<file path="config.mk">
export PLATFORM = sky130hd
export DESIGN_NAME = homing_bresenham_step_sequencer_top
export DESIGN_NICKNAME = d
export VERILOG_FILES = /design/src/hdl/hbss_pkg.sv /design/src/hdl/homing_bresenham_step_sequencer_top.sv /design/src/hdl/hbss_div.sv
export SDC_FILE = /design/constraint.sdc
export NUM_CORES = 2
export LEC_CHECK = 0
export BUFFER_PORTS_ARGS = -buffer_cell sky130_fd_sc_hd__buf_2
export CORE_AREA = 2 2 410 412
export DETAILED_ROUTE_END_ITERATION = 6
export DIE_AREA = 0 0 412 414
export PLACE_DENSITY = 0.36
export SYNTH_ARGS = -nofsm -noshare
export SYNTH_HDL_FRONTEND = slang
export SYNTH_SLANG_ARGS = --single-unit
</file>
<file path="constraint.sdc">
create_clock -name clk -period 13.7 [get_ports clk]
set_input_delay 0.685 -clock clk [delete_from_list [all_inputs] [get_ports clk]]
set_output_delay 0.685 -clock clk [all_outputs]
set_load 0.05 [all_outputs]
</file>
<file path="src/hdl/hbss_pkg.sv">
// ----------------------------------------------------------------------------
// hbss_pkg: types and constants of the homing step sequencer
// Transaction payload structs, request codes and fixed timing constants.
// ----------------------------------------------------------------------------
package hbss_pkg;

  localparam logic REQ_START = 1'b0;
  localparam logic REQ_TICK  = 1'b1;

  localparam logic [2:0] CFG_STEPS_X = 3'd0;
  localparam logic [2:0] CFG_STEPS_Y = 3'd1;
  localparam logic [2:0] CFG_STEPS_Z = 3'd2;
  localparam logic [2:0] CFG_STEPS_U = 3'd3;
  localparam logic [2:0] CFG_PULSE   = 3'd4;
  localparam logic [2:0] CFG_BASE    = 3'd5;

  localparam logic [31:0] USEC_PER_MIN = 32'd60000000;

  typedef struct packed {
    logic        req_type;
    logic [3:0]  axis_mask;
    logic        positive_dir;
    logic        invert_limits;
    logic [31:0] cruise_period_us;
    logic [31:0] rate_increment;
    logic [3:0]  limit_bits;
    logic        abort;
  } in_item_t;

  typedef struct packed {
    logic [3:0]  step_mask;
    logic [7:0]  pin_word;
    logic [31:0] post_pulse_delay_us;
    logic        done_res;
  } out_item_t;

endpackage

</file>
<file path="src/hdl/homing_bresenham_step_sequencer_top.sv">
// Every result is registered and offered in the cycle after its transaction is taken.
// Throughput: one transaction per cycle; a tick that advances the ramp blocks the input
// through the ST_DIV and ST_FIN states until the 32-bit bit-serial divide is done.
// A stalled result blocks the input only while the result register stays full.
// Reset (rst_n low, synchronous): pass state cleared, pulse width set to 10.
// ----------------------------------------------------------------------------
// homing_bresenham_step_sequencer_top: homing step sequencer
// Four-axis Bresenham step generator with a trapezoid ramp of the step rate.
// ----------------------------------------------------------------------------
module homing_bresenham_step_sequencer_top #(
  parameter int MIN_STEPS_PER_MIN = 800,
  parameter int ACCEL_TICK_US     = 20000,
  parameter int DIR_BITS          = 240
) (
  input  logic                in_valid,
  output logic                in_stall,
  input  hbss_pkg::in_item_t  in_data,
  output logic                out_valid,
  input  logic                out_stall,
  output hbss_pkg::out_item_t out_data,
  input  logic                cfg_we,
  input  logic [2:0]          cfg_index,
  input  logic [15:0]         cfg_data,
  input  logic                clk,
  input  logic                rst_n
);

  localparam logic [31:0] INIT_PERIOD = 32'(60000000 / MIN_STEPS_PER_MIN);
  localparam logic [31:0] ACCEL_TICK  = 32'(ACCEL_TICK_US);
  localparam logic [31:0] HALF_TICK   = 32'(ACCEL_TICK_US / 2);
  localparam logic [7:0]  DIR_MASK    = 8'(DIR_BITS);

  typedef enum logic [2:0] {
    ST_IDLE = 3'b001,
    ST_DIV  = 3'b010,
    ST_FIN  = 3'b100
  } state_t;

  state_t state_r, state_nxt;

  logic [15:0] w_cfg_r [4];
  logic [7:0]  pulse_r, base_r;
  logic [15:0] weight_r [4];
  logic signed [17:0] acc_r [4];
  logic [3:0]  active_r;
  logic [15:0] major_r;
  logic [7:0]  pin_r;
  logic        inv_r;
  logic [31:0] period_r, cruise_r, rstep_r, rate_r, trap_r, delay_r;
  logic        ov_r;
  hbss_pkg::out_item_t od_r;

  logic        div_start, div_busy;
  logic [31:0] div_q;

  hbss_div u_div (
    .clk(clk), .rst_n(rst_n), .start(div_start),
    .dividend(hbss_pkg::USEC_PER_MIN), .divisor(rate_r),
    .busy(div_busy), .quotient(div_q)
  );

  logic        take;
  logic        out_free;
  logic [3:0]  amask;
  logic [15:0] wsel [4];
  logic [15:0] maj;
  logic [3:0]  ls;
  logic [3:0]  smask;
  logic [3:0]  act_n;
  logic signed [17:0] acc_n [4];
  logic signed [17:0] sum [4];
  logic [31:0] init_p;
  logic [32:0] tsum;
  logic [31:0] trap_n;
  logic [32:0] rsum;
  logic [31:0] per_new;

  function automatic logic [31:0] sub_sat(input logic [31:0] a, input logic [7:0] b);
    return (a > {24'd0, b}) ? a - {24'd0, b} : 32'd0;
  endfunction

  assign out_free  = !ov_r || !out_stall;
  assign in_stall  = (state_r != ST_IDLE) || !out_free;
  assign take      = in_valid && !in_stall;
  assign out_valid = ov_r;
  assign out_data  = od_r;

  always_comb begin
    amask = in_data.axis_mask;
    maj   = '0;
    for (int i = 0; i < 4; i++) begin
      wsel[i] = amask[i] ? w_cfg_r[i] : 16'd0;
      if (wsel[i] > maj) maj = wsel[i];
    end
    init_p = (INIT_PERIOD < in_data.cruise_period_us) ? in_data.cruise_period_us
                                                      : INIT_PERIOD;
    ls    = in_data.limit_bits ^ {4{inv_r}};
    smask = '0;
    act_n = active_r;
    for (int i = 0; i < 4; i++) begin
      sum[i]   = acc_r[i] + $signed({2'b00, weight_r[i]});
      acc_n[i] = acc_r[i];
      if (active_r[i]) begin
        acc_n[i] = sum[i];
        if (sum[i] > 18'sd0) begin
          if (ls[i]) smask[i] = 1'b1;
          else act_n[i] = 1'b0;
          acc_n[i] = sum[i] - $signed({2'b00, major_r});
        end
      end
    end
    tsum   = {1'b0, trap_r} + {1'b0, period_r};
    trap_n = tsum[32] ? 32'hFFFF_FFFF : tsum[31:0];
    rsum   = {1'b0, rate_r} + {1'b0, rstep_r};
    per_new = (rate_r == 32'd0) ? 32'hFFFF_FFFF : div_q;
    if (per_new < cruise_r) per_new = cruise_r;
  end

  always_comb begin
    state_nxt = state_r;
    div_start = 1'b0;
    case (state_r)
      ST_IDLE: begin
        if (take && in_data.req_type == hbss_pkg::REQ_TICK && act_n != 4'd0 &&
            !in_data.abort && period_r > cruise_r && trap_n > ACCEL_TICK)
          state_nxt = ST_DIV;
      end
      ST_DIV: begin
        div_start = 1'b1;
        state_nxt = ST_FIN;
      end
      ST_FIN: begin
        if (!div_busy) state_nxt = ST_IDLE;
      end
      default: state_nxt = ST_IDLE;
    endcase
  end

  always_ff @(posedge clk) begin
    if (!rst_n) begin
      state_r  <= ST_IDLE;
      ov_r     <= 1'b0;
      for (int i = 0; i < 4; i++) begin
        w_cfg_r[i]  <= '0;
        weight_r[i] <= '0;
        acc_r[i]    <= '0;
      end
      pulse_r  <= 8'd10;
      base_r   <= '0;
      active_r <= '0;
      major_r  <= '0;
      pin_r    <= '0;
      inv_r    <= 1'b0;
      period_r <= '0;
      cruise_r <= '0;
      rstep_r  <= '0;
      rate_r   <= '0;
      trap_r   <= '0;
      delay_r  <= '0;
    end else begin
      state_r <= state_nxt;
      if (!take && !out_stall) ov_r <= 1'b0;
      if (cfg_we) begin
        case (cfg_index)
          hbss_pkg::CFG_STEPS_X: w_cfg_r[0] <= cfg_data;
          hbss_pkg::CFG_STEPS_Y: w_cfg_r[1] <= cfg_data;
          hbss_pkg::CFG_STEPS_Z: w_cfg_r[2] <= cfg_data;
          hbss_pkg::CFG_STEPS_U: w_cfg_r[3] <= cfg_data;
          hbss_pkg::CFG_PULSE:   pulse_r    <= cfg_data[7:0];
          hbss_pkg::CFG_BASE:    base_r     <= cfg_data[7:0];
          default: ;
        endcase
      end
      if (take) begin
        if (in_data.req_type == hbss_pkg::REQ_START) begin
          active_r <= amask;
          major_r  <= maj;
          for (int i = 0; i < 4; i++) begin
            weight_r[i] <= wsel[i];
            acc_r[i]    <= -$signed({3'b000, maj[15:1]});
          end
          pin_r    <= base_r ^ (in_data.positive_dir ? 8'd0 : DIR_MASK);
          inv_r    <= in_data.invert_limits;
          cruise_r <= in_data.cruise_period_us;
          rstep_r  <= in_data.rate_increment;
          period_r <= init_p;
          rate_r   <= '0;
          trap_r   <= HALF_TICK;
          delay_r  <= sub_sat(init_p, pulse_r);
          ov_r     <= 1'b1;
          od_r.step_mask           <= '0;
          od_r.pin_word            <= base_r ^ (in_data.positive_dir ? 8'd0 : DIR_MASK);
          od_r.post_pulse_delay_us <= sub_sat(init_p, pulse_r);
          od_r.done_res            <= (amask == 4'd0);
        end else begin
          active_r <= act_n;
          for (int i = 0; i < 4; i++) acc_r[i] <= acc_n[i];
          ov_r          <= 1'b1;
          od_r.pin_word <= pin_r;
          if (act_n == 4'd0 || in_data.abort) begin
            od_r.step_mask           <= '0;
            od_r.post_pulse_delay_us <= '0;
            od_r.done_res            <= 1'b1;
          end else begin
            od_r.step_mask           <= smask;
            od_r.post_pulse_delay_us <= delay_r;
            od_r.done_res            <= 1'b0;
            if (period_r > cruise_r) begin
              if (trap_n > ACCEL_TICK) begin
                trap_r <= trap_n - ACCEL_TICK;
                rate_r <= rsum[32] ? 32'hFFFF_FFFF : rsum[31:0];
              end else begin
                trap_r <= trap_n;
              end
            end
          end
        end
      end
      if (state_r == ST_FIN && !div_busy) begin
        period_r <= per_new;
        delay_r  <= sub_sat(per_new, pulse_r);
      end
    end
  end

`ifndef SYNTH
  a_no_take_busy: assert property (@(posedge clk) disable iff (!rst_n)
    state_r != ST_IDLE |-> !take) else $error("item taken during divide");
  a_div_after: assert property (@(posedge clk) disable iff (!rst_n)
    state_r == ST_DIV |=> div_busy) else $error("divider not started");
  a_done_nostep: assert property (@(posedge clk) disable iff (!rst_n)
    ov_r && od_r.done_res |-> od_r.step_mask == 4'd0) else $error("step on done");
  a_period_cruise: assert property (@(posedge clk) disable iff (!rst_n)
    $past(state_r) == ST_FIN && state_r == ST_IDLE |-> period_r >= cruise_r)
    else $error("period below cruise");
`endif

endmodule

</file>
<file path="src/hdl/hbss_div.sv">
// ----------------------------------------------------------------------------
// hbss_div: bit-serial divider
// Restoring division of a 32-bit dividend by a 32-bit divisor, one quotient
// bit per cycle. A zero divisor yields all ones.
// ----------------------------------------------------------------------------
module hbss_div (
  input  logic        clk,
  input  logic        rst_n,
  input  logic        start,
  input  logic [31:0] dividend,
  input  logic [31:0] divisor,
  output logic        busy,
  output logic [31:0] quotient
);

  logic [31:0] quo_r, quo_nxt;
  logic [31:0] rem_r, rem_nxt;
  logic [31:0] dvs_r, dvs_nxt;
  logic [5:0]  cnt_r, cnt_nxt;
  logic [32:0] trial;
  logic [32:0] diff;

  always_comb begin
    quo_nxt = quo_r;
    rem_nxt = rem_r;
    dvs_nxt = dvs_r;
    cnt_nxt = cnt_r;
    trial   = {rem_r, quo_r[31]};
    diff    = trial - {1'b0, dvs_r};
    if (start) begin
      quo_nxt = dividend;
      rem_nxt = '0;
      dvs_nxt = divisor;
      cnt_nxt = 6'd32;
    end else if (cnt_r != 6'd0) begin
      cnt_nxt = cnt_r - 6'd1;
      if (!diff[32]) begin
        rem_nxt = diff[31:0];
        quo_nxt = {quo_r[30:0], 1'b1};
      end else begin
        rem_nxt = trial[31:0];
        quo_nxt = {quo_r[30:0], 1'b0};
      end
    end
  end

  always_ff @(posedge clk) begin
    if (!rst_n) begin
      cnt_r <= '0;
    end else begin
      cnt_r <= cnt_nxt;
    end
    quo_r <= quo_nxt;
    rem_r <= rem_nxt;
    dvs_r <= dvs_nxt;
  end

  assign busy     = (cnt_r != 6'd0);
  assign quotient = quo_r;

endmodule
</file>
==> results.sh <==
export IMPL_antenna_found_initial=13
export IMPL_syn_nets=5262
export IMPL_first_global_vias=35500
export IMPL_clock_skew_ns=0.0407
export IMPL_min_path_cells=2
export IMPL_io_buffers=146
export IMPL_drv_cap=0
export IMPL_cts_buffers=82
export IMPL_endpoint_kind="flip-flop"
export IMPL_seq_area_um2=14500
export IMPL_synthXorXnorAreaFrac=0.0522
export IMPL_vias_per_cell=5.06
export IMPL_core_rowCount=150
export IMPL_fin_crit_ns=11.65
export IMPL_cts_hold_buf=0
export IMPL_worstReg2RegStart="w_cfg_r[1][14]$_SDFFCE_PN0P_"
export IMPL_synth_common_cells="560 x nand2_1, 377 x nor2_1, 351 x ha_1"
export IMPL_ant_nets=0
export IMPL_yosys_top_cells_area="edfxtp_1 20%, dfxtp_1 15%, ha_1 11%"
export IMPL_fp_dieW_um=412
export IMPL_slowest_stage="o31ai_4"
export IMPL_wl_mm=165
export IMPL_ctsHtreeMaxLevel=3
export IMPL_ctsResizeCount=0
export IMPL_routedWlPerCell_um=23.1
export IMPL_drt_initial_drc_count=2562
export IMPL_cts_sinks=588
export IMPL_grt_ovfl_total=0
export IMPL_clk_pin_slew_ns=0.06
export IMPL_yosys_most_used_dff="dfxtp_1"
export IMPL_p_leak_nw=19.0
export IMPL_cts_root_buf="clkbuf_16"
export IMPL_ys_types=103
export IMPL_outcome="finished, final reports clean"
export IMPL_reg2reg_to="acc_r[3][16]$_DFFE_PP_"
export IMPL_min_to="rstep_r[8]$_SDFFE_PN0P_"
export IMPL_slew_violations=0
export IMPL_tightest_slew_ns=1.16
export IMPL_synth_edf_count=277
export IMPL_clk_path_buf_depth=3
export IMPL_layout_nets=5343
export IMPL_power_total_mw=7.23
export IMPL_firstDrtPassIters=5
export IMPL_ir_drop_v=0.000103
export IMPL_syn_to_final_growth_pct=14.2
export IMPL_timing_final_crit_share=0.851
export IMPL_critPathLaunchType="input pin"
export IMPL_synth_top_family_by_area="compound AO/OA/AOI/OAI gates"
export IMPL_die_h_um=414
export IMPL_layout_drive_gt1_share=0.0910
export IMPL_place_hpwl_mm=125
export IMPL_hp_class="input pin to flip-flop"
export IMPL_rrSetupSlack_ns=2.16
export IMPL_start_util=0.248
export IMPL_synth_most_common_cell="nand2_1"
export IMPL_rsz0062_at_grt="no"
export IMPL_synth_compound_area_share=0.222
export IMPL_place_area_um2=44500
export IMPL_multi_input_comb_area_um2=25100
export IMPL_core_area_um2=166000
export IMPL_synth_fa_ha_area_frac=0.113
export IMPL_synth_seq_cells=588
export IMPL_fmax_mhz=85.8
export IMPL_io_pins=147
export IMPL_route_detailed_drc=0
export IMPL_place_ws_ns=1.34
export IMPL_hold_path_startpoint="in_data[13]"
export IMPL_yosysTopAreaCell="edfxtp_1"
export IMPL_cpPeakStageDelay_ns=0.90
export IMPL_async_reset_ff_frac=0
export IMPL_vias=36200
export IMPL_grt_max_degree=65
export IMPL_crit_fanout=30
export IMPL_fill_cells=18000
export IMPL_worst_slack_ns=2.05
export IMPL_synth_top_area_share=0.202
export IMPL_synthCells=4798
export IMPL_grt_first_pass_wirelength_mm=244
export IMPL_post_cts_buffers=0
export IMPL_synth_avg_cell_area_um2=8.60
export IMPL_fin_setup_tns_ns=0
export IMPL_rr_worst_depth=40
export IMPL_yosysSeqAreaShare=0.352
export IMPL_finalSetupViolCount=0
export IMPL_final_area_um2=47100
export IMPL_die_area_um2=171000
export IMPL_crit_arrival_ns=12.05
export IMPL_clk_latency_ns=0.70
export IMPL_cp_required_ns=14.10
export IMPL_muxShareOfSynthArea=0.0244
export IMPL_hold_viol=0
export IMPL_setup_worst_path_class="input pin to flip-flop"
export IMPL_relSlewSlack=0.207
export IMPL_synth_area_um2=41300
export IMPL_gp_congestion=0.853
export IMPL_yosys_warnings=0
export IMPL_cts_tree="built"
export IMPL_synthSimpleGateAreaFrac=0.193
export IMPL_power_density_nw_per_um2=153
export IMPL_grt_use_total=0.191
-- cell families after synthesis --
group,after synthesis
AOI/OAI and AO/OA,1394
muxes,98
and+or+nand+nor,1656
adders and majority gates,364
DFF,588
buffers and inverters,452
xor gates and xnor gates,246
-- layer usage --
layer / wire length (µm) / track usage / part of all wire / up-vias
li1: - / - / - / 17800
met1: 77500 / 0.260 / 0.47 / 17500
met5: 57 / 0 / 0.00034 / -
met3: 6560 / 0.0257 / 0.040 / 177
met4: 3890 / 0.0494 / 0.024 / 8
met2: 77300 / 0.314 / 0.47 / 711
-- worst max path at each step --
stage                start                     end  slack (ns)  cells after the start
6_report       in_data[71]  acc_r[3][16]$_DFFE_PP_        2.05                     41
5_1_grt        in_data[71]  acc_r[0][16]$_DFFE_PP_        1.05                     41
4_1_cts        in_data[71]  acc_r[2][16]$_DFFE_PP_        2.08                     40
3_5_place_dp   in_data[71]  acc_r[3][16]$_DFFE_PP_        1.34                     40
3_3_place_gp   in_data[71]  acc_r[2][16]$_DFFE_PP_        1.47                     39
2_1_floorplan  in_data[71]  acc_r[0][16]$_DFFE_PP_        3.41                     46
-- where the power goes --
group / internal [mW] / total [mW] / switching, mW
combinational: 1.10 / 2.88 / 1.78
sequential: 2.05 / 2.21 / 0.159
clock: 1.22 / 2.14 / 0.915
total: 4.38 / 7.23 / 2.86
-- layout by cell type (no fill, tap or decap), types with 42 or more instances in the layout --
master     instances
inv_1            241
edfxtp_1         277
a21o_1           116
dfxtp_1          311
buf_4             59
nand2b_1          45
and3_1            46
ha_1             351
nand4_1           44
nand3_1          119
nor4_1            42
o21a_1            55
o22ai_1           69
a211oi_1          64
xor2_1            71
a21oi_1          321
mux2i_1           78
nor3_1           107
nand2_1          556
o21ai_0          312
clkbuf_16         84
o211ai_1          47
buf_2            145
nor2_1           370
a22o_1            84
and2_1           102
xnor2_1          174
-- state kept, by name, indices dropped and copies added, names as in the netlist, 45 cells and up --
name,count
out_data,45
weight_r,64
acc_r,72
w_cfg_r,64
-- worst max-delay path, delay by kind of cell --
kind            cells  cell delay (ns)
simple gates       12             3.00
compound gates     19             5.44
fa+ha+maj           4             1.52
buf+inv             6             1.36
-- through the flow --
| stage | instances | hold WS, ns | utilization |
|---|---|---|---|
| 6_report | 7159 | 0.200 | 0.283 |
| 5_1_grt | 7153 | 0.170 | 0.283 |
| 4_1_cts | 7149 | 0.137 | 0.283 |
| 3_5_place_dp | 6999 | 0.437 | 0.268 |
| 3_3_place_gp | 6999 | 0.433 | 0.268 |
| 2_1_floorplan | 4798 | 0.420 | - |
-- layout make-up --
class,instances,share of cell area
Multi-Input combinational cell,3758,0.533
Sequential cell,588,0.309
Tap cell,2204,0.0585
Clock buffer,116,0.0482
Timing Repair Buffer,204,0.0248
Inverter,245,0.0196
Clock inverter,34,0.00720
Antenna cell,10,0.000531
Note: power is estimated with default switching activity, not from simulation.
